$ cat src/hdl/jse_pkg.sv
package jse_pkg;

	localparam int unsigned RunMax = 6;
	localparam int unsigned CntW   = $clog2(RunMax + 1);

	typedef enum logic [1:0] {
		OpStart = 2'd0,
		OpChar  = 2'd1,
		OpEnd   = 2'd2
	} jse_op_t;

	localparam logic [7:0] CtrlLimit  = 8'h20;
	localparam logic [7:0] ChQuote    = 8'h22;
	localparam logic [7:0] ChBslash   = 8'h5C;
	localparam logic [7:0] ChSlash    = 8'h2F;
	localparam logic [7:0] ChLess     = 8'h3C;
	localparam logic [7:0] ChDot      = 8'h2E;
	localparam logic [7:0] ChUnder    = 8'h5F;
	localparam logic [7:0] ChB        = 8'h62;
	localparam logic [7:0] ChT        = 8'h74;
	localparam logic [7:0] ChN        = 8'h6E;
	localparam logic [7:0] ChF        = 8'h66;
	localparam logic [7:0] ChR        = 8'h72;
	localparam logic [7:0] ChU        = 8'h75;
	localparam logic [7:0] ChZero     = 8'h30;
	localparam logic [7:0] ChLowA     = 8'h61;

	localparam logic [7:0] CtrlBs = 8'h08;
	localparam logic [7:0] CtrlHt = 8'h09;
	localparam logic [7:0] CtrlLf = 8'h0A;
	localparam logic [7:0] CtrlFf = 8'h0C;
	localparam logic [7:0] CtrlCr = 8'h0D;

	typedef struct packed {
		logic [1:0] operation;
		logic [7:0] char_byte;
	} jse_in_t;

	typedef struct packed {
		logic [7:0] out_byte;
		logic       last_of_run;
	} jse_out_t;

	typedef struct packed {
		logic [RunMax-1:0][7:0] bytes;
		logic [CntW-1:0]        cnt;
	} jse_run_t;

	function automatic logic [7:0] hex_char(input logic [3:0] nib);
		logic [7:0] r;
		if (nib < 4'd10) begin
			r = ChZero + {4'd0, nib};
		end else begin
			r = ChLowA + {4'd0, nib} - 8'd10;
		end
		return r;
	endfunction

endpackage

$ cat src/hdl/jse_encoder.sv
module jse_encoder
	import jse_pkg::*;
(
	input  jse_in_t  word,
	input  logic     prev_lt,
	input  logic     dot_mode,
	output jse_run_t run,
	output logic     prev_lt_next
);

	logic [7:0] c;

	assign c = word.char_byte;

	always_comb begin
		run          = '0;
		prev_lt_next = prev_lt;
		case (word.operation) inside
			OpStart, OpEnd: begin
				run.bytes[0] = ChQuote;
				run.cnt      = CntW'(1);
				prev_lt_next = 1'b0;
			end
			OpChar: begin
				prev_lt_next = (c == ChLess);
				if (c < CtrlLimit) begin
					run.bytes[0] = ChBslash;
					run.cnt      = CntW'(2);
					case (c)
						CtrlBs: run.bytes[1] = ChB;
						CtrlHt: run.bytes[1] = ChT;
						CtrlLf: run.bytes[1] = ChN;
						CtrlFf: run.bytes[1] = ChF;
						CtrlCr: run.bytes[1] = ChR;
						default: begin
							run.bytes[1] = ChU;
							run.bytes[2] = ChZero;
							run.bytes[3] = ChZero;
							run.bytes[4] = hex_char(c[7:4]);
							run.bytes[5] = hex_char(c[3:0]);
							run.cnt      = CntW'(RunMax);
						end
					endcase
				end else if ((c == ChSlash) && prev_lt) begin
					run.bytes[0] = ChBslash;
					run.bytes[1] = ChSlash;
					run.cnt      = CntW'(2);
				end else if ((c == ChBslash) || (c == ChQuote)) begin
					run.bytes[0] = ChBslash;
					run.bytes[1] = c;
					run.cnt      = CntW'(2);
				end else if ((c == ChDot) && dot_mode) begin
					run.bytes[0] = ChUnder;
					run.cnt      = CntW'(1);
				end else begin
					run.bytes[0] = c;
					run.cnt      = CntW'(1);
				end
			end
			default: begin
				run = '0;
			end
		endcase
	end

endmodule

$ cat src/hdl/jse_serializer.sv
module jse_serializer
	import jse_pkg::*;
(
	input  logic     clk,
	input  logic     arst_n,
	input  logic     load_valid,
	input  jse_run_t run,
	output logic     load_ready,
	output logic     out_valid,
	input  logic     out_ready,
	output jse_out_t out_data
);

	logic [RunMax-1:0][7:0] bytes_q;
	logic [CntW-1:0]        cnt_q;
	logic                   busy;
	logic                   last;
	logic                   take;
	logic                   load;

	assign busy       = (cnt_q != '0);
	assign last       = (cnt_q == CntW'(1));
	assign take       = busy && out_ready;
	assign load_ready = !busy || (out_ready && last);
	assign load       = load_valid && load_ready;

	assign out_valid            = busy;
	assign out_data.out_byte    = bytes_q[0];
	assign out_data.last_of_run = last;

	always_ff @(posedge clk or negedge arst_n) begin
		if (!arst_n) begin
			cnt_q <= '0;
		end else if (load) begin
			cnt_q <= run.cnt;
		end else if (take) begin
			cnt_q <= cnt_q - CntW'(1);
		end
	end

	// advance one byte per taken word
	always_ff @(posedge clk) begin
		if (load) begin
			bytes_q <= run.bytes;
		end else if (take) begin
			bytes_q <= {8'd0, bytes_q[RunMax-1:1]};
		end
	end

	a_cnt_range: assert property (@(posedge clk) disable iff (!arst_n)
		cnt_q <= CntW'(RunMax))
		else $error("run count out of range");

	a_hold_mid_run: assert property (@(posedge clk) disable iff (!arst_n)
		(busy && !last) |-> !load_ready)
		else $error("load accepted in the middle of a run");

	a_count_down: assert property (@(posedge clk) disable iff (!arst_n)
		(take && !last) |=> (cnt_q == $past(cnt_q) - CntW'(1)))
		else $error("run count did not step down");

endmodule

$ cat src/hdl/json_string_escaper.sv
// JSON string escaper.
// Input channel in_valid/in_ready/in_data carries one word per item: a
// start, a character or an end operation with its byte. Output channel
// out_valid/out_ready/out_data carries one escaped byte per word, with
// last_of_run set on the final byte that an input word causes. Start and
// end emit a double quote; a character emits one to six bytes; operation
// code 3 emits nothing. cfg_valid/cfg_ready/cfg_data writes the dot mode
// register; write it only while the block is idle.
// An accepted word passes the input register and the encoder into the
// output register. Throughput: one input word per cycle while every run
// is a single byte and the receiver is ready; a longer run holds the
// output register until its last byte is taken, while one more input
// word waits in the input register. When the receiver stalls, the current
// byte holds and input backs up through the input register to in_ready.
// Reset empties the input and output registers (their data is not reset)
// and clears the dot mode and the look-behind flag for the slash escape.
module json_string_escaper
	import jse_pkg::*;
(
	input  logic     clk,
	input  logic     arst_n,
	input  logic     in_valid,
	output logic     in_ready,
	input  jse_in_t  in_data,
	output logic     out_valid,
	input  logic     out_ready,
	output jse_out_t out_data,
	input  logic     cfg_valid,
	output logic     cfg_ready,
	input  logic     cfg_data
);

	logic     valid_s1;
	jse_in_t  word_s1;
	logic     dot_q;
	logic     prev_lt_q;
	logic     prev_lt_next;
	logic     load_ready;
	jse_run_t run;

	assign cfg_ready = 1'b1;
	assign in_ready  = !valid_s1 || load_ready;

	always_ff @(posedge clk or negedge arst_n) begin
		if (!arst_n) begin
			valid_s1  <= 1'b0;
			dot_q     <= 1'b0;
			prev_lt_q <= 1'b0;
		end else begin
			if (in_ready) begin
				valid_s1 <= in_valid;
			end
			if (cfg_valid) begin
				dot_q <= cfg_data;
			end
			if (valid_s1 && load_ready) begin
				prev_lt_q <= prev_lt_next;
			end
		end
	end

	always_ff @(posedge clk) begin
		if (in_valid && in_ready) begin
			word_s1 <= in_data;
		end
	end

	jse_encoder u_encoder (
		.word         (word_s1),
		.prev_lt      (prev_lt_q),
		.dot_mode     (dot_q),
		.run          (run),
		.prev_lt_next (prev_lt_next)
	);

	jse_serializer u_serializer (
		.clk        (clk),
		.arst_n     (arst_n),
		.load_valid (valid_s1),
		.run        (run),
		.load_ready (load_ready),
		.out_valid  (out_valid),
		.out_ready  (out_ready),
		.out_data   (out_data)
	);

	a_ready_when_empty: assert property (@(posedge clk) disable iff (!arst_n)
		!out_valid |-> in_ready)
		else $error("input stalled with empty output");

	a_prev_lt_set: assert property (@(posedge clk) disable iff (!arst_n)
		(valid_s1 && load_ready && (word_s1.operation == OpChar)
			&& (word_s1.char_byte == ChLess)) |=> prev_lt_q)
		else $error("look-behind flag not set after '<'");

	a_prev_lt_clear: assert property (@(posedge clk) disable iff (!arst_n)
		(valid_s1 && load_ready && ((word_s1.operation == OpStart)
			|| (word_s1.operation == OpEnd))) |=> !prev_lt_q)
		else $error("look-behind flag not cleared at string boundary");

endmodule

$ cat config.mk
export PLATFORM = sky130hd
export DESIGN_NAME = json_string_escaper
export DESIGN_NICKNAME = d
export VERILOG_FILES = /design/src/hdl/jse_pkg.sv /design/src/hdl/jse_encoder.sv /design/src/hdl/jse_serializer.sv /design/src/hdl/json_string_escaper.sv
export SDC_FILE = /design/constraint.sdc
export NUM_CORES = 1
export LEC_CHECK = 0
export BUFFER_PORTS_ARGS = -buffer_cell sky130_fd_sc_hd__buf_2
export CAP_MARGIN = 30
export CORE_ASPECT_RATIO = 1.25
export CORE_UTILIZATION = 60
export DETAILED_ROUTE_END_ITERATION = 8
export GPL_ROUTABILITY_DRIVEN = 1
export PLACE_DENSITY = 0.78
export SLEW_MARGIN = 5
export SYNTH_ARGS = -nofsm -noshare
export SYNTH_HDL_FRONTEND = slang
export SYNTH_SLANG_ARGS = --single-unit
$ cat constraint.sdc
create_clock -name clk -period 5.2 [get_ports clk]
set_clock_uncertainty 0.2 [all_clocks]
set_input_delay 0.52 -clock clk [delete_from_list [all_inputs] [get_ports clk]]
set_output_delay 0.52 -clock clk [all_outputs]
set_load 0.03 [all_outputs]
; Yosys cells after proc, flatten, opt, wreduce, memory -nomap -nowiden
; Cells that the tools add are included.
[word_totals]
ram_bits = 0
wordCells = 74
input_bits = 16
memories = 0
latch_bits = 0
rom_bits = 0
output_inout_bits = 12
ff_bits = 64
[classes]
n_lt_le_gt_ge = 3
n_eq_ne = 13
shifts = 0
multipliers = 0
n_addsub = 7
bitwise_logic = 0
div_mod_pow = 0
muxes = 21
n_reduce_logical = 18
[ops]
columns = cell, count
row1 = $mux 48, 2
row2 = $mux 40, 2
row3 = $mux 32, 2
row4 = $mux 11, 4
row5 = $eq 8x4->1 const B, 5
row6 = $mux 19, 2
row7 = $eq 8x6->1 const B, 4
row8 = $pmux 5 s5, 1
row9 = $mux 8, 3
row10 = $add 7x4->8 const A, 2
row11 = $sub 8x4->8 const B, 2
row12 = $add 6x4->7 const A, 2
row13 = $mux 3, 3
row14 = $eq 8x7->1 const B, 1
row15 = $lt 4x4->1 const B, 2
row16 = $lt 8x6->1 const B, 1
row17 = $logic_and 1x1->1, 6
row18 = $reduce_or 5->1, 1
row19 = $reduce_bool 2->1, 2
row20 = $eq 3x1->1 const B, 1
row21 = $logic_or 1x1->1, 3
row22 = $reduce_bool 3->1, 1
row23 = $sub 3x1->3 const B, 1
row24 = $eq 2x1->1 const B, 1
row25 = other kinds (6), 8

; Depth between registers and ports, before layout
; Gate-level depths: netlist (run 1).
[logic_depth]
ltp_word = 9
depth_mapped = 8
depth_no_buf = 7

; Hierarchy
; Synthesis (run 1) repeated with hierarchy kept, for this count alone.
[unflattened]
cells_unflattened = 290
hier_area_um2 = 3718.6
[modules_own_cells]
columns = module, cells_per_inst, area_per_inst_um2, seq_area_each_um2, n_inst
row1 = jse_serializer, 142, 2398.6, 1516.5, 1
row2 = jse_encoder, 127, 888.4, 0.0, 1
row3 = json_string_escaper, 21, 431.7, 375.4, 1

; Least setup slack after synthesis (run 1)
; No wires, ideal clock.
[synth_timing]
path_type = flip-flop to flip-flop
start = register u_serializer.cnt_q[0]
end = register u_serializer.cnt_q[0]
stages_incl_launch_ff = 7
synth_period_minus_slack_ps = 2320
arrival_ps = 2034
slack_ps = 2880
required_time_ps = 4914
path_cell_list = dfrtp_1 > inv_1 > ha_1 > nand2b_1 > mux2_2 > and3_1 > nor3_1
[synth_between]
elab_chain_len = 5
[synth_lines]
columns = element, line_no
row1 = from (decl), jse_serializer.sv:15  ; logic [CntW-1:0] cnt_q;
row2 = from (signal assigned), jse_serializer.sv:35  ; cnt_q <= run.cnt;
row3 = from (signal assigned), jse_serializer.sv:37  ; cnt_q <= cnt_q - CntW'(1);
row4 = $reduce_bool 3->1 *, jse_serializer.sv:21  ; assign busy = (cnt_q != '0);
row5 = named net out_valid, json_string_escaper.sv:25  ; output logic out_valid,
row6 = $logic_not 1->1, jse_serializer.sv:24  ; assign load_ready = !busy || (out_ready && last);
row7 = $logic_or 1x1->1, jse_serializer.sv:24
row8 = $logic_and 1x1->1, jse_serializer.sv:25  ; assign load = load_valid && load_ready;
row9 = $mux 3 or $reduce_bool 2->1 (tied branches), --
; The timed path passes the listed nets; every way through them passes the cells marked *. The select of a mux whose other input is x is not followed.
; A chain may end at the register's enable or synchronous reset.

; Worst setup path in the final report (run 1)
[layout_timing]
start = register word_s1[0] (netlist name)
end = register u_serializer.bytes_q[10] (netlist name) (data pin)
[layout_between]
elab_chain_len = 8
[layout_lines]
columns = element, line_no
row1 = from (decl), json_string_escaper.sv:34  ; jse_in_t word_s1;
row2 = from (signal assigned), json_string_escaper.sv:64  ; word_s1 <= in_data;
row3 = $eq 8x7->1 or $eq 8x6->1 (tied branches), jse_encoder.sv:48  ; end else if ((c == ChBslash) || (c == ChQuote)) begin
row4 = $logic_or 1x1->1, jse_encoder.sv:48
row5 = $mux 8, jse_encoder.sv:48
row6 = $mux 19, jse_encoder.sv:44  ; end else if ((c == ChSlash) && prev_lt) begin
row7 = $mux 19 *, jse_encoder.sv:26  ; if (c < CtrlLimit) begin
row8 = $mux 40 * (2 in a row), jse_encoder.sv:18  ; case (word.operation) inside
row9 = $mux 48 *, jse_serializer.sv:43  ; if (load) begin
row10 = to (signal assigned), jse_serializer.sv:44  ; bytes_q <= run.bytes;
row11 = to (signal assigned), jse_serializer.sv:46  ; bytes_q <= {8'd0, bytes_q[RunMax-1:1]};
row12 = to (decl), jse_serializer.sv:14  ; logic [RunMax-1:0][7:0] bytes_q;
; Every way passes the cells marked *; elsewhere a longest branch is shown, timed or not.

==> results.md, run 1 <==
- Status: completed
- Fmax: 0.364 GHz
- Port bufs: 26
- Skew-Pair Late Insertion Delay: 0.34 ns
- WL/cell: 17.0 um
- Syn_nets: 281
- Count of cell types in the netlist: 56
- Multi-input gate area: 1070 sq um
- DR pass1 iterations: 4
- Routability Congestion: 0.949
- RSZ-0062 raised after global routing: no
- Initial antenna violation count: 0
- Final wirelength: 5720 um
- Worst hold path class: input port to register
- FP Rows: 28
- Ant diodes: 0
- Critical Path RT: 5.16 ns
- Initial core utilization: 0.628
- 1st-iter DRT viols: 230
- Met1 wire length: 2350 um
- Prevailing post-synth register cell: edfxtp_1
- Worst Setup End Kind: register
- Yosys warning count: 0
- Leakage Power: 1.31 nW
- Max incr delay on CP: 0.51 ns
- Tcrit/Tclk final: 0.529
- PwrDens: 544 nW/um^2
- Placed inst area: 3090 sq um
- Bufs on Longest Clock Path: 2
- Critical path class: register to register
- CTS tree: built
- Arrival time worst endpoint: 2.71 ns
- Async SR Flop Fraction: 0.100
- Number of synthesized flops with an enable pin: 54
- H-tree Lvls: 3
- Antenna viol nets, final: 0
- Register area: 1770 sq um
- Syn Inst Count: 253
- Congestion Overflow GR: 0
- Max transition margin: 0.480
- Post-synthesis sequential area ratio: 0.592
- Finished Cell Area: 3320 sq um
- Post-CTS setup buffers: 0
- Commonest cells in the netlist: edfxtp_1 (54), nand2_1 (35), and2_1 (15), o21ai_0 (15), ha_1 (12)
- Synth area leaders: edfxtp_1 (54%), dfrtp_1 (5.0%), ha_1 (5.0%)
- CP cell instances: inv_1, ha_1, or3b_2, a21oi_2, o21ai_0, o31ai_1
- Root Buffer: clkbuf_8
- Final hold slack: 0.155 ns
- DR DRC count: 0
- Nets@finish: 299
- WL met2: 2800 um
- Seq cells post-synth: 60
- Setup TNS: 0 ns
- Worst path slowest cell: or3b_2
- Layout cells sized above 1: 0.214
- Final Setup Violations: 0
- Final Max Slew Viols: 0
- PostCTS Resize Cnt: 0
- Final hold vios: 0
- Cts bufs inserted: 9
- DR top layer: met4
- Count leader, synth: edfxtp_1
- Maximum number of pins on one net before global-route repair: 39
- Yosys top cell area share: 0.542
- I/O pins: 28
- CTS clk-pin slew, worst paths: 0.07 ns
- Die extent in y: 81.0 um
- Slew of the pin with the lowest slew margin: 0.769 ns
- Worst setup SP type: register
- Via count: 2,010
- Cts hold-fix bufs: 1
- Tot GR Track Use: 0.248
- Met3 Wirelength: 346 um
- Die footprint: 5280 sq um
- Clock Sinks: 60
- Detailed-route vias per instance: 5.98
- Number of global-route vias before repair: 1,881
- Max_cap viols: 0
- First-pass GRT wire length: 9320 um
- CP max FO: 7
- Min cycle time layout: 2.75 ns
- Post-DP HPWL: 4070 um
- CORE AREA: 4760 sq um
- Area Overhead vs Synth: 10.8%
- Synth area leader: edfxtp_1
- Worst vdd ir: 0.000359 V
- Tot Pwr: 0.00180 W
- Post-Syn Area: 2990 sq um
- Worst reg2reg setup slack: 2.45 ns
- Die W: 65.2 um
- Post-Syn Area per Cell: 11.8 sq um
- Filler Cells Inserted: 356
cells in the final DEF, fill, tap and decap left out, drive strengths merged, types with 3 or more instances in the layout:
cell	instances
edfxtp	54
nand2	35
buf	27
o21ai	16
and2	15
nor2	13
ha	12
clkbuf	9
inv	7
a21oi	7
dfrtp	6
nor3	5
nand3	4
nand4	4
clkinv	4
mux2	3
a22o	3
and4	3
o31ai	3
nand2b	3
layout make-up:
type	count	share of cell area
clock buffer	9	0.0373
tap	60	0.0226
inverter	7	0.00792
timing repair buffer	28	0.0483
clock inverter	7	0.0275
multi-input combinational	165	0.322
sequential	60	0.534
registers in the layout (all words and copies together), names as in the netlist:
register and cells:
valid_s1 1, u_serializer.out_data 8, prev_lt_q 1, u_serializer.cnt_q 3, u_serializer.bytes_q 36, word_s1 10, dot_q 1
worst max-delay path: cells and delay by family (launching register included):
kind / cells / cell delay (ns)
AND/OR/NAND/NOR: 1 / 0.51
adder cells (fa/ha/maj): 1 / 0.26
buffers and inverters: 1 / 0.19
flip-flops: 1 / 0.47
AO/OA/AOI/OAI: 3 / 0.93
final timing paths:
kind                                                 end                startpoint  depth (start not counted)
worst max-delay path            u_serializer.bytes_q[10]                word_s1[0]                          6
worst min-delay path                          word_s1[1]                in_data[1]                          1
worst max register to register  u_serializer.bytes_q[10]                word_s1[0]                          6
worst min register to register  u_serializer.bytes_q[20]  u_serializer.bytes_q[28]                          2
max in group asynchronous                       valid_s1                    arst_n                          2
min in group asynchronous          u_serializer.cnt_q[2]                    arst_n                          2
cell families (layout without fill, tap and decap cells):
family          count (synthesis)  in the layout  synth area share
mux                             3              3            0.0113
other cells                     2              2           0.00251
simple gates                   98             98             0.176
buf+inv                        28             51            0.0510
flops                          60             60             0.592
compound gates                 48             48             0.112
fa+ha+maj                      12             12            0.0501
xor+xnor                        2              2           0.00585
power by group:
group | internal, W | switching (W) | total, W
logic | 0.000185 | 0.000341 | 0.000527
clock network | 0.000268 | 0.000182 | 0.000450
registers | 0.000742 | 0.0000865 | 0.000828
routing by layer:
| layer | global-route usage | vias to the layer above |
|---|---|---|
| met3 | 0.0520 | 17 |
| met5 | 0 | - |
| met1 | 0.311 | 952 |
| met4 | 0.161 | 0 |
| li1 | - | 951 |
| met2 | 0.390 | 90 |
metrics by stage:
stage / setup slack, ns / utilization / std cells
after detailed placement: 2.47 / 0.649 / 319
after CTS: 2.45 / 0.696 / 336
final: 2.45 / 0.696 / 336
after global routing: 2.30 / 0.696 / 336
after floorplan: 2.88 / - / 253
after global placement: 2.56 / 0.645 / 318
No activity file was read; power rests on OpenSTA's default activity.
==> run 2, diff against run 1 <==
--- a/config.mk
+++ b/config.mk
@@ -8,10 +8,10 @@
 export BUFFER_PORTS_ARGS = -buffer_cell sky130_fd_sc_hd__buf_2
 export CAP_MARGIN = 30
 export CORE_ASPECT_RATIO = 1.25
-export CORE_UTILIZATION = 60
+export CORE_UTILIZATION = 59
 export DETAILED_ROUTE_END_ITERATION = 8
 export GPL_ROUTABILITY_DRIVEN = 1
-export PLACE_DENSITY = 0.78
+export PLACE_DENSITY = 0.76
 export SLEW_MARGIN = 5
 export SYNTH_ARGS = -nofsm -noshare
 export SYNTH_HDL_FRONTEND = slang
==> constraint.sdc (replaced) <==
create_clock -name clk -period 2.7 [get_ports clk]
set_clock_uncertainty 0.2 [all_clocks]
set_input_delay 0.27 -clock clk [delete_from_list [all_inputs] [get_ports clk]]
set_output_delay 0.27 -clock clk [all_outputs]
set_load 0.03 [all_outputs]
==> run 2 against run 1 <==
Effect of this change:
- clock power is 67% higher
- critical path depth grew 1
- register-to-register slack got worse by 2.2 ns
- first-iteration DRC count down 27%
- global-route usage is 0.11 points higher
- total power rose by 88%
- routed wire length rose by 4.4%
- combinational power increased by 100%
- largest cell class unchanged
==> results.md, run 2 (synthesis gave the netlist of run 1 again) <==
- Status: completed
- Congestion Overflow GR: 0
- Die extent in y: 81.6 um
- Final Setup Violations: 0
- Slew of the pin with the lowest slew margin: 0.870 ns
- Final hold slack: 0.0879 ns
- Worst hold path class: input port to asynchronous set/reset pin
- Post-DP HPWL: 4090 um
- Number of global-route vias before repair: 2,006
- Fmax: 0.401 GHz
- Die footprint: 5370 sq um
- Max_cap viols: 0
- Max reg flops: 36
- Min cycle time layout: 2.49 ns
- CTS clk-pin slew, worst paths: 0.07 ns
- H-tree Lvls: 3
- Arrival time worst endpoint: 2.40 ns
- Worst reg2reg setup slack: 0.21 ns
- Bufs on Longest Clock Path: 2
- Skew-Pair Late Insertion Delay: 0.34 ns
- CP max FO: 5
- Commonest non-fill, non-tap cell in the layout: edfxtp_1
- CTS tree: built
- Port bufs: 26
- Most flop-heavy register: u_serializer.bytes_q
- Initial core utilization: 0.624
- Ant diodes: 0
- Register area: 1770 sq um
- Final wirelength: 5980 um
- Reg2reg start: word_s1[4]
- Final hold vios: 0
- Area Overhead vs Synth: 16.2%
- PwrDens: 975 nW/um^2
- Routability Congestion: 0.947
- Commonest cells after routing, fill and taps aside: edfxtp_1 (54), nand2_1 (35), buf_2 (26)
- CORE AREA: 4800 sq um
- Initial antenna violation count: 0
- Layout cells sized above 1: 0.221
- Tot GR Track Use: 0.250
- Critical Path RT: 2.61 ns
- I/O pins: 28
- Filler Cells Inserted: 347
- Worst vdd ir: 0.000516 V
- Clock Sinks: 60
- First-pass GRT wire length: 9580 um
- Antenna viol nets, final: 0
- Setup TNS: 0 ns
- DR DRC count: 0
- Multi-input gate area: 1070 sq um
- Detailed-route vias per instance: 5.73
- 1st-iter DRT viols: 169
- Die W: 65.7 um
- Via count: 2,057
- Final Max Slew Viols: 0
- DR pass1 iterations: 5
- Maximum number of pins on one net before global-route repair: 36
- Worst setup SP type: register
- Path depth of the worst reg2reg path: 7
- Worst R2R End: u_serializer.out_data[1]
- Critical path class: register to register
- FP Rows: 28
- Nets@finish: 322
- Max transition margin: 0.405
- Leakage Power: 1.39 nW
- Worst Setup End Kind: register
- WL/cell: 16.6 um
- Tcrit/Tclk final: 0.924
- RSZ-0062 raised after global routing: no
- Cts bufs inserted: 9
- Root Buffer: clkbuf_8
## run 2: final cells by class
cell class | count | share of cell area
Clock buffer | 10 | 0.0367
Clock inverter | 6 | 0.0158
Inverter | 7 | 0.00755
Multi-Input combinational cell | 165 | 0.308
Sequential cell | 60 | 0.509
Tap cell | 60 | 0.0216
Timing Repair Buffer | 51 | 0.101
## run 2: metrics by stage
| stage | cell area (sq um) | setup slack, ns | std cells | util | power (W) |
|---|---|---|---|---|---|
| 2_1_floorplan | 2990 | 0.380 | 253 | - | 0.00239 |
| 6_report | 3480 | 0.205 | 359 | 0.725 | 0.00339 |
| 3_5_place_dp | 3160 | 0.215 | 329 | 0.657 | 0.00263 |
| 5_1_grt | 3480 | 0.0474 | 359 | 0.725 | 0.00358 |
| 4_1_cts | 3480 | 0.211 | 359 | 0.725 | 0.00340 |
| 3_3_place_gp | 3160 | 0.281 | 329 | 0.657 | 0.00260 |
## run 2: repair_timing
item	in CTS	in global routing
setup buffers	0	0
resized for setup	0	0
hold buffers	14	0
hold endpoints to repair	18	0
## run 2: worst max path at each step
| stage | startpoint | endpoint | slack, ns | cells past startpoint |
|---|---|---|---|---|
| detailed placement | word_s1[1] | u_serializer.bytes_q[32] | 0.22 | 6 |
| global placement | word_s1[1] | u_serializer.bytes_q[43] | 0.28 | 7 |
| finish | word_s1[4] | u_serializer.out_data[1] | 0.21 | 7 |
| floorplan | u_serializer.cnt_q[0] | u_serializer.cnt_q[0] | 0.38 | 6 |
| CTS | word_s1[1] | u_serializer.bytes_q[32] | 0.21 | 6 |
| global route | word_s1[1] | u_serializer.bytes_q[32] | 0.05 | 6 |
## run 2: report_power, final
group / leakage, nW / switching [W] / internal (W)
Clock: 0.0911 / 0.000337 / 0.000416
Sequential: 0.605 / 0.000155 / 0.00143
Combinational: 0.698 / 0.000668 / 0.000388
Total: 1.39 / 0.00116 / 0.00223
## run 2: routing by layer
layer	GRT usage	up-vias	share of wire
met4	0.120	0	0.026
met1	0.323	980	0.43
li1	-	994	-
met3	0.0639	13	0.054
met2	0.391	70	0.49
met5	0	-	0
## run 2: worst max-delay path, cell delays in order, from the launching register on
cell      delay [ns]
edfxtp_1        0.48
inv_1           0.16
ha_1            0.17
or3b_2          0.50
nor3_1          0.19
buf_4           0.16
nor2_1          0.06
o41ai_1         0.35
==> run 3, diff against run 2 <==
--- a/config.mk
+++ b/config.mk
@@ -11,7 +11,7 @@
 export CORE_UTILIZATION = 59
 export DETAILED_ROUTE_END_ITERATION = 8
 export GPL_ROUTABILITY_DRIVEN = 1
-export PLACE_DENSITY = 0.76
+export PLACE_DENSITY = 0.79
 export SLEW_MARGIN = 5
 export SYNTH_ARGS = -nofsm -noshare
 export SYNTH_HDL_FRONTEND = slang
==> run 3 against run 2 <==
Effect of this change:
- fmax shrank 0.10%
- largest cell class unchanged
- critical path type unchanged
- global-route usage increased by 0.67 points
- cell count up 0.28%
- via count increased by 0.83%
- sequential share of layout area is 1.0 points lower
- worst setup slack lost 0.0026 ns
- core utilization rose by 1.5 points
==> results.md, run 3 (synthesis gave the netlist of run 1 again) <==
- Commonest cells after routing, fill and taps aside: edfxtp_1 (54), nand2_1 (35), buf_2 (26)
- Arrival time worst endpoint: 2.50 ns
- Bufs on Longest Clock Path: 2
- Finished Cell Area: 3550 sq um
- Nets@finish: 323
- Status: completed
- Cts bufs inserted: 9
- Root Buffer: clkbuf_8
- Post-CTS setup buffers: 0
- Post-route worst setup slack: 0.203 ns
- Ant diodes: 0
- H-tree Lvls: 3
- I/O pins: 28
- Skew-Pair Late Insertion Delay: 0.34 ns
- PwrDens: 1030 nW/um^2
- Slew of the pin with the lowest slew margin: 0.630 ns
- Area Overhead vs Synth: 18.6%
- Post-place setup slack: 0.264 ns
- CTS tree: built
- PostCTS Resize Cnt: 0
- Detailed-route vias per instance: 5.76
- Antenna viol nets, final: 0
- Worst setup SP type: register
- Most flop-heavy register: u_serializer.bytes_q
- Tcrit/Tclk final: 0.925
- Die footprint: 5370 sq um
- Number of global-route vias before repair: 2,014
- Final hold vios: 0
- Max transition margin: 0.569
- Min cycle time layout: 2.50 ns
- Final Max Slew Viols: 0
- Leakage Power: 1.43 nW
- Tot GR Track Use: 0.256
- Initial core utilization: 0.624
- Layout cells sized above 1: 0.233
- Worst Setup End Kind: register
- DR DRC count: 0
- CP max FO: 14
- Port bufs: 26
- Worst hold path class: input port to asynchronous set/reset pin
- Worst vdd ir: 0.000622 V
- Congestion Overflow GR: 0
- Die extent in y: 81.6 um
- Via count: 2,074
- Post-DP HPWL: 4040 um
- FP Rows: 28
- Final wirelength: 6140 um
- Die W: 65.7 um
- Setup TNS: 0 ns
- Fmax: 0.400 GHz
- 1st-iter DRT viols: 313
- Placed inst area: 3160 sq um
- Critical path class: register to register
- Max_cap viols: 0
- WL/cell: 17.1 um
- Initial antenna violation count: 0
- Critical Path RT: 2.70 ns
- Final Setup Violations: 0
- Routability Congestion: 0.849
- Max reg flops: 36
- CORE AREA: 4800 sq um
- DR pass1 iterations: 4
- Maximum number of pins on one net before global-route repair: 45
- Commonest non-fill, non-tap cell in the layout: edfxtp_1
- CTS clk-pin slew, worst paths: 0.08 ns
- First-pass GRT wire length: 9850 um
- RSZ-0062 raised after global routing: no
- Clock Sinks: 60
-- run 3: cell count changes in the layout (fill, tap and decap cells not counted), sizes merged --
| cell | delta |
|---|---|
| bufinv | +2 |
| clkinv | -2 |
| buf | +1 |
| clkbuf | -1 |
| inv | +1 |
-- run 3: through the flow --
stage / power [W] / util / hold slack, ns / std cells
final: 0.00365 / 0.740 / 0.102 / 360
after global routing: 0.00384 / 0.740 / 0.109 / 360
after CTS: 0.00364 / 0.740 / 0.0808 / 360
after detailed placement: 0.00263 / 0.659 / -0.103 / 330
after global placement: 0.00259 / 0.659 / -0.104 / 330
after floorplan: 0.00239 / - / -0.226 / 253
-- run 3: power by group --
part           switching (W)  internal, W  total, W
sequential          0.000149      0.00143   0.00158
combinational       0.000683     0.000389   0.00107
clock               0.000385     0.000619   0.00100
total                0.00122      0.00244   0.00365
-- run 3: layout make-up --
cell class / instances / area (sq um)
Sequential cell: 60 / 1770
Fill cell: 304 / 1250
Multi-Input combinational cell: 165 / 1070
Timing Repair Buffer: 52 / 360
Clock buffer: 9 / 124
Clock inverter: 7 / 124
Tap cell: 60 / 75.1
Inverter: 7 / 26.3
-- run 3: timing repair --
action	in CTS	in global routing
hold buffers	14	0
endpoints found under the setup margin	0	0
endpoints found under the hold margin	18	0
-- run 3: worst paths after layout --
path / startpoint / end / slack [ns] / cells past startpoint
max in group asynchronous: arst_n / prev_lt_q / 2.05 / 2
min in group clk: out_ready / u_serializer.cnt_q[2] / 0.12 / 3
worst min register to register: u_serializer.bytes_q[24] / u_serializer.bytes_q[16] / 0.31 / 1
worst max-delay path: u_serializer.cnt_q[1] / u_serializer.bytes_q[43] / 0.20 / 7
worst max register to register: u_serializer.cnt_q[1] / u_serializer.bytes_q[43] / 0.20 / 7
worst min-delay path: arst_n / u_serializer.cnt_q[2] / 0.10 / 2
-- run 3: per-layer routing --
| layer | GRT usage | routed length [um] | vias to the layer above |
|---|---|---|---|
| met3 | 0.0708 | 321 | 12 |
| met5 | 0 | 0 | - |
| met4 | 0.102 | 154 | 0 |
| met2 | 0.421 | 3110 | 79 |
| li1 | - | - | 1001 |
| met1 | 0.319 | 2550 | 982 |
-- run 3: worst max-delay path, cell delays in order, from the launching register on --
cell	delay, ns
dfrtp_1	0.38
inv_1	0.11
ha_1	0.21
a21oi_1	0.12
or4b_1	0.53
or3_4	0.52
inv_2	0.09
and4_1	0.19
